===== src/rtl/lpml_pkg.sv =====
// Package: shared types, codes and helper functions of the LPM route lookup.
`timescale 1ns / 1ps
`default_nettype none
package lpml_pkg;

  // Default table depth and number of known interfaces.
  localparam int LPML_ENTRIES     = 16;
  localparam int LPML_IFACE_COUNT = 16;

  // Field widths fixed by the item format.
  localparam int LPML_ADDR_W  = 32;
  localparam int LPML_IFACE_W = 4;
  localparam int LPML_LEN_W   = 6;
  localparam int LPML_IDX_W   = 4;

  // Item opcodes.
  localparam logic LPML_OP_WRITE  = 1'b0;
  localparam logic LPML_OP_LOOKUP = 1'b1;

  typedef struct packed {
    logic                    op;
    logic [LPML_IDX_W-1:0]   slot_index;
    logic [LPML_ADDR_W-1:0]  route_prefix;
    logic [LPML_ADDR_W-1:0]  route_mask;
    logic [LPML_IFACE_W-1:0] route_iface;
    logic                    route_valid;
    logic [LPML_ADDR_W-1:0]  lookup_addr;
  } lpml_in_t;

  typedef struct packed {
    logic                    hit;
    logic [LPML_IFACE_W-1:0] out_iface;
    logic [LPML_LEN_W-1:0]   prefix_len;
    logic [LPML_IDX_W-1:0]   best_slot;
  } lpml_out_t;

  // One stored route; the mask length is worked out when the slot is written.
  typedef struct packed {
    logic [LPML_ADDR_W-1:0]  prefix;
    logic [LPML_ADDR_W-1:0]  mask;
    logic [LPML_IFACE_W-1:0] iface;
    logic [LPML_LEN_W-1:0]   len;
  } lpml_entry_t;

  // Status of the registered table read port.
  typedef struct packed {
    logic strobe;  // read data is fresh this cycle
    logic used;    // slot valid bit
  } lpml_rd_t;

  // Running best match of a lookup.
  typedef struct packed {
    logic                    found;
    logic [LPML_LEN_W-1:0]   len;
    logic [LPML_IFACE_W-1:0] iface;
  } lpml_best_t;

  typedef enum logic [1:0] {
    ST_IDLE,
    ST_SCAN,
    ST_DRAIN,
    ST_DONE
  } lpml_state_t;

  // Count leading ones from bit 31 by halving: five narrow steps.
  function automatic logic [LPML_LEN_W-1:0] lpml_lead_ones(input logic [LPML_ADDR_W-1:0] m);
    logic [LPML_ADDR_W-1:0] x;
    logic [LPML_LEN_W-1:0]  n;
    x = m;
    n = '0;
    if (&m) begin
      n = 6'd32;
    end else begin
      if (&x[31:16]) begin
        n = n + 6'd16;
        x = x << 16;
      end
      if (&x[31:24]) begin
        n = n + 6'd8;
        x = x << 8;
      end
      if (&x[31:28]) begin
        n = n + 6'd4;
        x = x << 4;
      end
      if (&x[31:30]) begin
        n = n + 6'd2;
        x = x << 2;
      end
      if (x[31]) begin
        n = n + 6'd1;
      end
    end
    return n;
  endfunction

endpackage
`default_nettype wire


===== src/rtl/lpml_table.sv =====
// Route table: slot memory with one write port, one registered read port, valid flops.
`timescale 1ns / 1ps
`default_nettype none
module lpml_table #(
  parameter int ENTRIES = lpml_pkg::LPML_ENTRIES,
  parameter int SLOT_W  = 4
) (
  input  wire logic                 clk,
  input  wire logic                 rst_n,
  input  wire logic                 wr_en,
  input  wire logic [SLOT_W-1:0]    wr_addr,
  input  wire lpml_pkg::lpml_entry_t wr_entry,
  input  wire logic                 wr_valid,
  input  wire logic                 rd_en,
  input  wire logic [SLOT_W-1:0]    rd_addr,
  output lpml_pkg::lpml_rd_t        rd_stat,
  output lpml_pkg::lpml_entry_t     rd_entry,
  output logic [SLOT_W-1:0]         rd_slot
);
  import lpml_pkg::*;

  lpml_entry_t        mem [ENTRIES];
  logic [ENTRIES-1:0] valid_r;
  lpml_entry_t        rd_entry_r;
  logic [SLOT_W-1:0]  rd_slot_r;
  logic               strobe_r;
  logic               used_r;

  always_ff @(posedge clk) begin
    if (wr_en) begin
      mem[wr_addr] <= wr_entry;
    end
  end

  always_ff @(posedge clk) begin
    if (rd_en) begin
      rd_entry_r <= mem[rd_addr];
      rd_slot_r  <= rd_addr;
    end
  end

  always_ff @(posedge clk) begin
    if (!rst_n) begin
      valid_r  <= '0;
      strobe_r <= 1'b0;
      used_r   <= 1'b0;
    end else begin
      if (wr_en) begin
        valid_r[wr_addr] <= wr_valid;
      end
      strobe_r <= rd_en;
      if (rd_en) begin
        used_r <= valid_r[rd_addr];
      end
    end
  end

  assign rd_stat.strobe = strobe_r;
  assign rd_stat.used   = used_r;
  assign rd_entry       = rd_entry_r;
  assign rd_slot        = rd_slot_r;

endmodule
`default_nettype wire


===== src/rtl/lpml_match.sv =====
// Shared compare unit: tests one slot per cycle and keeps the best match so far.
`timescale 1ns / 1ps
`default_nettype none
module lpml_match #(
  parameter int SLOT_W = 4
) (
  input  wire logic                   clk,
  input  wire logic                   rst_n,
  input  wire logic                   clear,
  input  wire lpml_pkg::lpml_rd_t     rd_stat,
  input  wire lpml_pkg::lpml_entry_t  entry,
  input  wire logic [SLOT_W-1:0]      slot,
  input  wire logic [lpml_pkg::LPML_ADDR_W-1:0] addr,
  output lpml_pkg::lpml_best_t        best,
  output logic [SLOT_W-1:0]           best_slot
);
  import lpml_pkg::*;

  logic                    found_r;
  logic [LPML_LEN_W-1:0]   len_r;
  logic [LPML_IFACE_W-1:0] iface_r;
  logic [SLOT_W-1:0]       slot_r;
  logic                    same_net;
  logic                    longer;
  logic                    take;

  assign same_net = ((addr ^ entry.prefix) & entry.mask) == '0;
  assign longer   = !found_r || (entry.len > len_r);
  assign take     = rd_stat.strobe && rd_stat.used && longer && same_net;

  always_ff @(posedge clk) begin
    if (!rst_n) begin
      found_r <= 1'b0;
    end else if (clear) begin
      found_r <= 1'b0;
    end else if (take) begin
      found_r <= 1'b1;
    end
  end

  always_ff @(posedge clk) begin
    if (take && !clear) begin
      len_r   <= entry.len;
      iface_r <= entry.iface;
      slot_r  <= slot;
    end
  end

  assign best.found = found_r;
  assign best.len   = len_r;
  assign best.iface = iface_r;
  assign best_slot  = slot_r;

endmodule
`default_nettype wire


===== src/rtl/longest_prefix_match_lookup_unit.sv =====
// Top level: IPv4 longest-prefix-match route lookup with a sequenced slot scan.
// Write item: stores the route at the accepting edge, no result.
// Lookup item: reads and compares every slot in turn (one table read and one compare
//   per slot through the single read port and the shared compare unit); the next item
//   is taken only after the result has been loaded into the output register.
// Reset: synchronous, active low; clears the slot valid bits at once (empty table).
`timescale 1ns / 1ps
`default_nettype none
module longest_prefix_match_lookup_unit #(
  parameter int ENTRIES = lpml_pkg::LPML_ENTRIES
) (
  input  wire logic                clk,
  input  wire logic                rst_n,
  input  wire logic                in_valid,
  output logic                     in_stall,
  input  wire lpml_pkg::lpml_in_t  in_item,
  output logic                     out_valid,
  input  wire logic                out_stall,
  output lpml_pkg::lpml_out_t      out_item
);
  import lpml_pkg::*;

  localparam int SLOT_W = (ENTRIES > 1) ? $clog2(ENTRIES) : 1;
  localparam logic [SLOT_W-1:0] LAST_SLOT = SLOT_W'(ENTRIES - 1);

  lpml_state_t state_r;
  lpml_state_t state_nxt;

  logic [SLOT_W-1:0]      idx_r;
  logic [SLOT_W-1:0]      idx_nxt;
  logic [LPML_ADDR_W-1:0] addr_r;

  logic in_xfer;
  logic wr_en;
  logic start;
  logic rd_en;
  logic out_load;

  lpml_entry_t       wr_entry;
  lpml_rd_t          rd_stat;
  lpml_entry_t       rd_entry;
  logic [SLOT_W-1:0] rd_slot;
  lpml_best_t        best;
  logic [SLOT_W-1:0] best_slot;

  logic      out_valid_r;
  lpml_out_t out_item_r;
  lpml_out_t result;

  // Accept only while idle; a waiting result sits in the output register.
  assign in_xfer = in_valid && !in_stall;
  assign start   = in_xfer && (in_item.op == LPML_OP_LOOKUP);
  // Drop writes aimed past the end of the table.
  assign wr_en   = in_xfer && (in_item.op == LPML_OP_WRITE) &&
                   (32'(in_item.slot_index) < ENTRIES);

  assign wr_entry.prefix = in_item.route_prefix;
  assign wr_entry.mask   = in_item.route_mask;
  assign wr_entry.iface  = in_item.route_iface;
  assign wr_entry.len    = lpml_lead_ones(in_item.route_mask);

  // Next state.
  always_comb begin
    state_nxt = state_r;
    case (state_r)
      ST_IDLE: begin
        if (start) begin
          state_nxt = ST_SCAN;
        end
      end
      ST_SCAN: begin
        if (idx_r == LAST_SLOT) begin
          state_nxt = ST_DRAIN;
        end
      end
      ST_DRAIN: begin
        state_nxt = ST_DONE;
      end
      ST_DONE: begin
        if (out_load) begin
          state_nxt = ST_IDLE;
        end
      end
      default: begin
        state_nxt = ST_IDLE;
      end
    endcase
  end

  // Sequencer outputs.
  always_comb begin
    in_stall = 1'b1;
    rd_en    = 1'b0;
    out_load = 1'b0;
    idx_nxt  = idx_r;
    case (state_r)
      ST_IDLE: begin
        in_stall = 1'b0;
        idx_nxt  = '0;
      end
      ST_SCAN: begin
        rd_en   = 1'b1;
        idx_nxt = idx_r + 1'b1;
      end
      ST_DRAIN: begin
        // Last slot is being compared.
      end
      ST_DONE: begin
        // Hold the finished result until the output register frees up.
        out_load = !out_valid_r || !out_stall;
      end
      default: begin
        in_stall = 1'b1;
      end
    endcase
  end

  always_ff @(posedge clk) begin
    if (!rst_n) begin
      state_r <= ST_IDLE;
      idx_r   <= '0;
    end else begin
      state_r <= state_nxt;
      idx_r   <= idx_nxt;
    end
  end

  always_ff @(posedge clk) begin
    if (start) begin
      addr_r <= in_item.lookup_addr;
    end
  end

  lpml_table #(
    .ENTRIES (ENTRIES),
    .SLOT_W  (SLOT_W)
  ) u_table (
    .clk      (clk),
    .rst_n    (rst_n),
    .wr_en    (wr_en),
    .wr_addr  (SLOT_W'(in_item.slot_index)),
    .wr_entry (wr_entry),
    .wr_valid (in_item.route_valid),
    .rd_en    (rd_en),
    .rd_addr  (idx_r),
    .rd_stat  (rd_stat),
    .rd_entry (rd_entry),
    .rd_slot  (rd_slot)
  );

  lpml_match #(
    .SLOT_W (SLOT_W)
  ) u_match (
    .clk       (clk),
    .rst_n     (rst_n),
    .clear     (start),
    .rd_stat   (rd_stat),
    .entry     (rd_entry),
    .slot      (rd_slot),
    .addr      (addr_r),
    .best      (best),
    .best_slot (best_slot)
  );

  // A winner with an unknown interface still shadows shorter routes but reports no hit.
  always_comb begin
    result = '0;
    if (best.found && (32'(best.iface) < LPML_IFACE_COUNT)) begin
      result.hit        = 1'b1;
      result.out_iface  = best.iface;
      result.prefix_len = best.len;
      result.best_slot  = LPML_IDX_W'(best_slot);
    end
  end

  // Output register: advance on load, clear once the transfer completes.
  always_ff @(posedge clk) begin
    if (!rst_n) begin
      out_valid_r <= 1'b0;
    end else if (out_load) begin
      out_valid_r <= 1'b1;
    end else if (!out_stall) begin
      out_valid_r <= 1'b0;
    end
  end

  always_ff @(posedge clk) begin
    if (out_load) begin
      out_item_r <= result;
    end
  end

  assign out_valid = out_valid_r;
  assign out_item  = out_item_r;

endmodule
`default_nettype wire


===== config.mk =====
export PLATFORM = sky130hd
export DESIGN_NAME = longest_prefix_match_lookup_unit
export DESIGN_NICKNAME = d
export VERILOG_FILES = /design/src/rtl/lpml_pkg.sv /design/src/rtl/lpml_table.sv /design/src/rtl/lpml_match.sv /design/src/rtl/longest_prefix_match_lookup_unit.sv
export SDC_FILE = /design/constraint.sdc
export NUM_CORES = 1
export LEC_CHECK = 0
export BUFFER_PORTS_ARGS = -buffer_cell sky130_fd_sc_hd__buf_2
export CAP_MARGIN = 25
export CELL_PAD_IN_SITES_DETAIL_PLACEMENT = 2
export CELL_PAD_IN_SITES_GLOBAL_PLACEMENT = 2
export CORE_MARGIN = 2
export CORE_UTILIZATION = 36
export CTS_CLUSTER_SIZE = 10
export DETAILED_ROUTE_END_ITERATION = 10
export MAX_ROUTING_LAYER = met4
export PLACE_DENSITY = 0.69
export SLEW_MARGIN = 5
export SYNTH_ARGS = -nofsm -noshare
export SYNTH_HDL_FRONTEND = slang
export SYNTH_SLANG_ARGS = --single-unit

===== constraint.sdc =====
create_clock -name clk -period 11.7 [get_ports clk]
set_input_delay 2.34 -clock clk [delete_from_list [all_inputs] [get_ports clk]]
set_output_delay 2.34 -clock clk [all_outputs]
set_load 0.05 [all_outputs]

==> results, run 1 <==
- The fraction of power consumed by the clock network is 0.400.
- The number of register bits inferred by synthesis is 1349.
- The critical path is of the in -> reg type.
- The number of hold violations in the final report is 0.
- The post-placement setup slack is 5750 ps.
- The detailed router placed 23.7k vias in this run.
- The net switching power of the design is 2.59 mW.
- The number of hold buffers added after CTS is 0.
- The starting density of the core is 0.362.
- The library cell occupying the most area in the post-synthesis netlist is sky130_fd_sc_hd__edfxtp_1.
- The iteration count of the initial detailed-routing pass is 7.
- The clock insertion delay at the later pin of the skew report is 790 ps.
- The maximum number of pins on one net before global-route repair is 134.
- The endpoint type of the worst setup path is a flop.
- The ratio of cells with drive above 1 in the final layout is 0.318.
- After synthesis the cells add up to 0.0511 mm2.
- STA puts the critical path data arrival time at 5090 ps.
- The tool flagged a number of max-cap violations equal to 0.
- The number of slew-limit violations in the final report came to 0.
- The type of element launching the critical path is a primary input.
- For this run, design rule violations remaining after detail routing come to 0.
- The number of cells on the worst hold path is 0.
- Setup violations remaining at the end of the flow were counted as 0.
- The residual antenna-violating net count after detailed routing is 0.
- The tightest hold path in the finished design has a slack of 422 ps.
- The remaining global-route overflow is 0.
- The synthesized design contains 1323 enable-type register cells.
- Buffers placed on the I/O ports in this run total 126.
- The initial antenna violation count is 31.
- In this run the worst path has a maximum fanout of 38.
- After legalization and detailed placement, the total HPWL measured 82.9 mm.
- The fraction of power consumed by combinational cells is 0.093.
- Of all flip-flops after synthesis, the portion carrying an async set or reset was 0.
- The final RePlAce weighted congestion is 0.796.
- Averaged over all synthesized cells, the footprint is 24.4 um2.
- The clock input transition at the sequential cells of the worst setup and hold paths is 60 ps.
- In this run, the number of DRC markers left after iteration 0 of detailed routing was 2421.
- Dividing the final minimum period by the clock period gives 0.399.
- The initialized floorplan defines 138 standard-cell rows.
- The leading register cell type out of synthesis is sky130_fd_sc_hd__edfxtp_1.
- The via count of the first global-routing pass is 26.0k.
- For this run, the number of Yosys warnings is 0.
- The worst hold path class is reg -> reg.
- The design draws 11.0 mW.
- The most numerous cell in the Yosys netlist is sky130_fd_sc_hd__edfxtp_1.
- The TritonCTS clock tree is done.
- The die outline area is 0.145 mm2.
- The maximum clock frequency is 0.214 GHz.
- Clock skew on the completed layout was measured at 47.6 ps.
- The final layout contains 2459 nets.
- The routed length per instance is 34.0 um.
- The post-route non-filler standard cell count is 4286.
- The post-CTS repair timing setup buffer count is 0.
- The power per standard cell area is 187 mW/mm2.
- The required time at the endpoint of the critical path is 12130 ps.
- The share of total power dissipated in sequential elements is 0.507.
- Including well taps, the total number of placed cells is 4057.
- The minimum clock period is 4670 ps.
- The die width is 381 um.
- In this run the clock root is driven by a sky130_fd_sc_hd__clkbuf_16.
- After synthesis, the most frequently instantiated cells are sky130_fd_sc_hd__edfxtp_1 (1323), sky130_fd_sc_hd__mux4_2 (372), sky130_fd_sc_hd__clkbuf_1 (44), sky130_fd_sc_hd__xor2_1 (33), sky130_fd_sc_hd__buf_6 (27).
- The area growth from synthesis to layout is 15.0%.
- For hold timing, the worst endpoint is u_match.iface_r[3].
- The source of the worst register-to-register timing path is idx_r[0].
- Across every metal layer, demand over resource in global routing totals 0.206.
- Of the synthesized area, sequential elements account for 0.788.
- The routed via count divided by cell count is 5.54.
- The number of nets in the synthesized netlist is 2213.
- Headroom to the max-slew limit came out at 0.271.
- The maximum clock insertion buffer count is 3.
- For the pin with the worst max-slew slack, the measured transition is 1090 ps.
- In the final timing run, aggregate negative setup slack is 0 ps.
- The die is 381 um tall.
- The clock net in this run drives a total of 1349 sinks.
- The H-tree depth reported by CTS is 4.
- The reg-to-reg setup timing slack is 7450 ps.
- The run finished with clean final reports.
- Counting the buffers created by CTS gives 156.
- The worst hold path begins at u_table.rd_entry[9].
- Of the post-synthesis cell area, the dominant cell type holds 0.778.
- The design internal power is 8.38 mW.
- After synthesis, the cell types taking the most area are sky130_fd_sc_hd__edfxtp_1 (78%), sky130_fd_sc_hd__mux4_2 (16%), sky130_fd_sc_hd__dfxtp_1 (1.0%).
- Measured in cells, the most critical reg-to-reg path has a length of 4.
- The core area is 0.141 mm2.
- Gates resized during post-CTS repair numbered 0.
- The leakage power of the design is 17.8 nW.
- For this design the top-level I/O count stands at 127.
- The setup slack of the critical path after layout is 7030 ps.
- The number of library cell types mapped by synthesis is 56.
- VDD sags by at most 149 uV.
- Summed over all layers, the routed wires come to 146 mm.
- Setup repair after global routing left no endpoint under its margin.
- The first global-routing pass estimated 205 mm of wire.
- The count of mapped cells out of synthesis is 2092.
- The switching part of the total power is 0.236.
- In this run the critical register-to-register path is captured at u_table.rd_entry[26].
stage by stage:
stage,util,area [um2]
2_1_floorplan,-,51100
3_3_place_gp,0.382,54000
3_5_place_dp,0.382,54000
4_1_cts,0.413,58400
5_1_grt,0.416,58700
6_report,0.416,58700
final cells by class:
type / count / area, um2
Clock buffer: 182 / 4030
Tap cell: 1890 / 2360
Antenna cell: 13 / 32.5
Sequential cell: 1349 / 40300
Timing Repair Buffer: 181 / 1290
Multi-Input combinational cell: 638 / 10300
Inverter: 12 / 45.0
Clock inverter: 21 / 343
Fill cell: 13000 / 82500
cells by family after synthesis:
logic type | synth area share
buf+inv | 0.0121
simple gates | 0.0134
mux | 0.166
xor+xnor | 0.00583
fa+ha+maj | 0.00270
compound gates | 0.0117
flops | 0.788
registers in the layout, indices dropped and copies added, names as in the netlist, 2 cells and up:
signal / cells
u_table.valid_r: 16
u_match.iface_r: 4
idx_r: 4
addr_r: 32
out_item: 15
u_match.best_slot: 4
u_match.len_r: 6
state_r: 2
u_table.rd_entry: 74
u_table.rd_slot: 4
u_table.mem: 1184
how the worst max path moves through the flow:
stage               depth (start not counted)    startpoint             endpoint  slack (ps)
global placement                            4  in_item[101]  u_table.mem[12][24]        6080
CTS                                         6   in_item[53]   u_table.mem[11][2]        6660
floorplan                                   6      in_valid   u_table.valid_r[3]        3170
global route                                7      in_valid   u_table.mem[7][35]        6900
detailed placement                          6   in_item[53]   u_table.mem[15][2]        5750
finish                                      7      in_valid   u_table.mem[7][35]        7030
worst max-delay path, stage by stage:
cell                      delay (ps)
sky130_fd_sc_hd__buf_2           100
sky130_fd_sc_hd__nand2_1          60
sky130_fd_sc_hd__nor2_1          220
sky130_fd_sc_hd__nand3_1         510
sky130_fd_sc_hd__nor2_4          940
sky130_fd_sc_hd__buf_4           500
sky130_fd_sc_hd__buf_16          320
cells in the final DEF (no fill, tap or decap), drive strengths merged, types with 2 or more instances in the layout:
cell	instances
nor3	5
nand3	12
nand3b	3
clkbuf	182
a211o	2
o21a	4
nor2b	11
and4	9
o31ai	2
a31oi	3
or4	2
xor2	33
mux2i	8
o21ai	21
nor3b	6
dfxtp	26
mux2	2
o22ai	2
a22oi	12
nand2	22
and2	11
a21oi	13
nor4	2
a21boi	13
a211oi	4
ha	11
bufinv	2
buf	181
nand2b	2
mux4	372
inv	20
diode	13
edfxtp	1323
nand4	10
clkinv	10
nor2	25
routing by layer:
| metal | track usage | vias up | part of all wire |
|---|---|---|---|
| met5 | - | - | 0 |
| met4 | 0.0487 | 0 | 0.017 |
| met3 | 0.0366 | 214 | 0.058 |
| met2 | 0.346 | 917 | 0.52 |
| met1 | 0.262 | 13100 | 0.41 |
| li1 | - | 9472 | - |
power groups by stage:
stage | clock [mW] | sequential (mW) | combinational [mW]
6_report | 4.39 | 5.56 | 1.01
5_1_grt | 4.64 | 5.57 | 1.09
4_1_cts | 4.48 | 5.57 | 1.03
3_5_place_dp | 0 | 5.66 | 1.02
3_3_place_gp | 0 | 5.65 | 0.974
2_1_floorplan | 0 | 5.63 | 0.687
Power figures use the tool's default switching activity.
==> inputs of run 2 (changes only) <==
- ABC_AREA: unset -> 1
- PLACE_DENSITY: 0.69 -> 0.78
- clock period: 11.7 -> 3.85 ns (I/O delays scaled with it)
==> results, run 2 <==
- The routed via count divided by cell count is 6.03 (+9.0%).
- Counting I/O delays and the setup requirement, the final critical path takes 3440 ps.
- The number of hold buffers added after CTS is 0 (unchanged).
- The end of the worst register-to-register path is u_table.mem[5][34].
- The type of element launching the critical path is a flop.
- The final wirelength is 195 mm (+34%).
- The endpoint type of the worst setup path is a flop.
- The library cell occupying the most area in the post-synthesis netlist is sky130_fd_sc_hd__edfxtp_1.
- The number of register bits inferred by synthesis is 1349 (unchanged).
- The maximum clock frequency is 0.290 GHz.
- The maximum number of pins on one net before global-route repair is 174 (+30%).
- The highest ir drop seen on vdd is 414 uV (+180%).
- The number of top-level design ports is 127 (unchanged).
- Setup repair after global routing left no endpoint under its margin.
- The clock sink count is 1349 (unchanged).
- In the finished design, the share of the clock period the worst path needs comes to 0.894.
- The setup path with the least slack is of type reg -> reg.
- Leaving out fill and tap cells, the most frequent cell in the layout is sky130_fd_sc_hd__edfxtp_1.
- The reg-to-reg setup timing slack is 410 ps (-7040 ps).
- The required time at the endpoint of the critical path is 4310 ps (-7820 ps).
- The library cells used most frequently in the layout, excluding fill and tap cells, are sky130_fd_sc_hd__edfxtp_1 (1323), sky130_fd_sc_hd__o21ai_0 (643), sky130_fd_sc_hd__nor2_1 (635), sky130_fd_sc_hd__o221ai_1 (209), sky130_fd_sc_hd__nand2_1 (170).
- The number of DRC markers after the initial detailed-route iteration came to 4014 (+66%).
- The number of nets in the synthesized netlist was 3823 (+73%).
- The power per standard cell area is 595 mW/mm2 (+220%).
- The worst reg-to-reg path cell count is 7 (+3).
- The number of flip-flops in the largest register is 1184 (unchanged).
- The number of placement rows is 139 (+0.72%).
- The residual DRC count is 0 (unchanged).
- The most critical setup path has its endpoint at u_table.mem[5][34].
- The H-tree depth reported by CTS is 4 (unchanged).
- The die outline area is 0.148 mm2 (+1.8%).
- u_table.mem holds more flip-flops than any other register.
- The proportion of synthesized flip-flops having asynchronous set or reset is 0 (unchanged).
- The arrival time at the worst endpoint was 3900 ps (-1190 ps).
- The routed length per instance is 33.4 um (-1.6%).
- The post-placement setup slack was 35.4 ps (-5720 ps).
- The number of slew-limit violations in the final report came to 0 (unchanged).
- The post-synthesis area per instance came to 14.1 um2 (-42%).
- The wire length of the first global-routing pass is 279 mm (+36%).
- The number of gates resized after cts is 0 (unchanged).
- The flow ran to the end, and the final reports show no timing, DRC or antenna violations.
- The number of enable-type register cells in the synthesized netlist came to 1323 (unchanged).
- The overall routing resource usage is 0.270 (+0.0635).
- The fraction of the yosys area taken by sequential cells came to 0.774 (-0.0144).
- The maximum clock insertion buffer count is 3 (unchanged).
- The number of hold violations in the final report is 0 (unchanged).
- The source of the worst register-to-register timing path is state_r[1].
- The number of library cell types mapped by synthesis is 35 (-38%).
- The number of maximum-capacitance violations is 0 (unchanged).
- The ratio of cells with drive above 1 in the final layout is 0.127 (-0.191).
- The vertical die dimension is 384 um (+0.91%).
- The clock insertion delay at the later pin of the skew report is 790 ps (about the same).
- Ranked by instance count, the synthesized netlist is headed by sky130_fd_sc_hd__edfxtp_1 (1323), sky130_fd_sc_hd__nor2_1 (651), sky130_fd_sc_hd__o21ai_0 (643), sky130_fd_sc_hd__clkbuf_1 (225), sky130_fd_sc_hd__o221ai_1 (209).
- The leakage power of the design is 19.5 nW (+9.7%).
- The top fanout value on the critical path came to 18 (-53%).
- The most numerous cell in the Yosys netlist is sky130_fd_sc_hd__edfxtp_1.
- The layout-stage area growth over the synthesis result is 15.9%.
- The number of buffers created by CTS is 157 (+0.64%).
- The die width is 384 um (+0.91%).
- The worst hold path class is in -> reg.
- The TritonCTS clock tree is done.
- The starting density of the core came to 0.363 (+0.000954).
- The iteration count of the initial detailed-routing pass is 5 (-2).
- The setup slack of the critical path after layout is 407 ps (-6630 ps).
- The total power after layout is 35.9 mW (+230%).
- The origin of the worst setup path is state_r[1].
- The post-CTS repair timing setup buffer count is 0 (unchanged).
- The smallest hold slack is 155 ps (-266 ps).
- The headroom to the max-slew limit is 0.287 (+0.0162).
- The final RePlAce weighted congestion was 0.795 (-0.16%).
- The count of mapped cells out of synthesis is 3702 (+77%).
- For this run, the leading register cell type out of synthesis is sky130_fd_sc_hd__edfxtp_1.
- The via count was 35.2k (+48%).
- The core occupancy in the finished layout came to 0.420 (+0.00467).
- The number of warnings printed during yosys synthesis is 0 (unchanged).
- The initial antenna violation count is 15 (-52%).
- The number of buffers added on ports is 126 (unchanged).
- The count of final setup violators is 0 (unchanged).
- The post-route clock skew is 30.8 ps (-16.8 ps).
- The sum of negative setup slack came to 0 ps (unchanged).
- The actual transition at the worst max-transition pin is 1070 ps (-24.3 ps).
- In the post-synthesis netlist, the biggest area contributors are sky130_fd_sc_hd__edfxtp_1 (76%), sky130_fd_sc_hd__o21ai_0 (6.2%), sky130_fd_sc_hd__nor2_1 (4.7%).
- The root buffer cell chosen for the clock tree is sky130_fd_sc_hd__clkbuf_16.
- The number of nets in the layout is 3993 (+62%).
- The residual antenna-violating net count after detailed routing is 0 (unchanged).
- The synthesized area is 0.0520 mm2 (+1.9%).
- The core area is 0.143 mm2 (+1.6%).
- The clock input transition at the sequential cells of the worst setup and hold paths is 60 ps (about the same).
- The area share of the leading cell type in the synthesized netlist is 0.764 (-0.0142).
- The HPWL after detailed placement is 112 mm (+35%).
- The remaining global-route overflow was 0 (unchanged).
- The via count of the first global-routing pass is 37.8k (+45%).
## run 2: kinds of logic (layout without fill, tap and decap cells)
logic type / after synthesis / after routing / synth area share
DFF: 1349 / 1349 / 0.774
other: 0 / 4 / 0
AOI/OAI and AO/OA: 1065 / 1065 / 0.125
buffers and inverters: 302 / 527 / 0.0222
and+or+nand+nor: 968 / 968 / 0.0753
adders and majority gates: 11 / 11 / 0.00265
xor gates and xnor gates: 7 / 7 / 0.00118
## run 2: worst min-delay path by stage
| stage | startpoint | endpoint | slack (ps) | cells after the start |
|---|---|---|---|---|
| after CTS | in_item[9] | addr_r[9] | 100 | 1 |
| after global routing | in_item[9] | addr_r[9] | 130 | 1 |
| after global placement | u_table.rd_slot[3] | u_match.best_slot[3] | 400 | 0 |
| final | in_item[25] | addr_r[25] | 160 | 1 |
| after floorplan | u_table.rd_slot[0] | u_match.best_slot[0] | 400 | 0 |
| after detailed placement | u_table.rd_entry[7] | u_match.iface_r[1] | 410 | 0 |
## run 2: through the flow
step | instance area (um2) | std cells
5_1_grt | 60300 | 5832
2_1_floorplan | 52100 | 3702
4_1_cts | 60300 | 5829
6_report | 60300 | 5834
3_3_place_gp | 56000 | 5615
3_5_place_dp | 56000 | 5615
## run 2: routing by layer
layer | up-vias | share of wire | wire length, um | track usage
met5 | - | 0 | 0 | -
met3 | 432 | 0.067 | 13200 | 0.0409
li1 | 14400 | - | - | -
met2 | 1608 | 0.49 | 96000 | 0.441
met1 | 18700 | 0.40 | 77800 | 0.336
met4 | 0 | 0.042 | 8140 | 0.110
## run 2: worst max-delay path, cell delays in order (launching register included)
cell	delay [ps]
sky130_fd_sc_hd__dfxtp_1	330
sky130_fd_sc_hd__inv_1	140
sky130_fd_sc_hd__ha_1	270
sky130_fd_sc_hd__inv_1	100
sky130_fd_sc_hd__nor3_1	610
sky130_fd_sc_hd__nand2_1	650
sky130_fd_sc_hd__nor2_4	680
sky130_fd_sc_hd__buf_12	290
## run 2: final cells by class
type | instances | area [um2]
Fill cell | 13900 | 83200
Sequential cell | 1349 | 40300
Multi-Input combinational cell | 2051 | 10800
Clock buffer | 198 | 4170
Timing Repair Buffer | 267 | 2390
Tap cell | 1903 | 2380
Inverter | 46 | 195
Clock inverter | 16 | 141
Antenna cell | 4 | 10.0
## run 2: power breakdown
group / internal [mW] / switching [mW] / leakage [nW]
sequential: 16.7 / 0.315 / 12.2
combinational: 1.30 / 4.08 / 5.21
clock: 7.56 / 5.89 / 2.10
total: 25.6 / 10.3 / 19.5
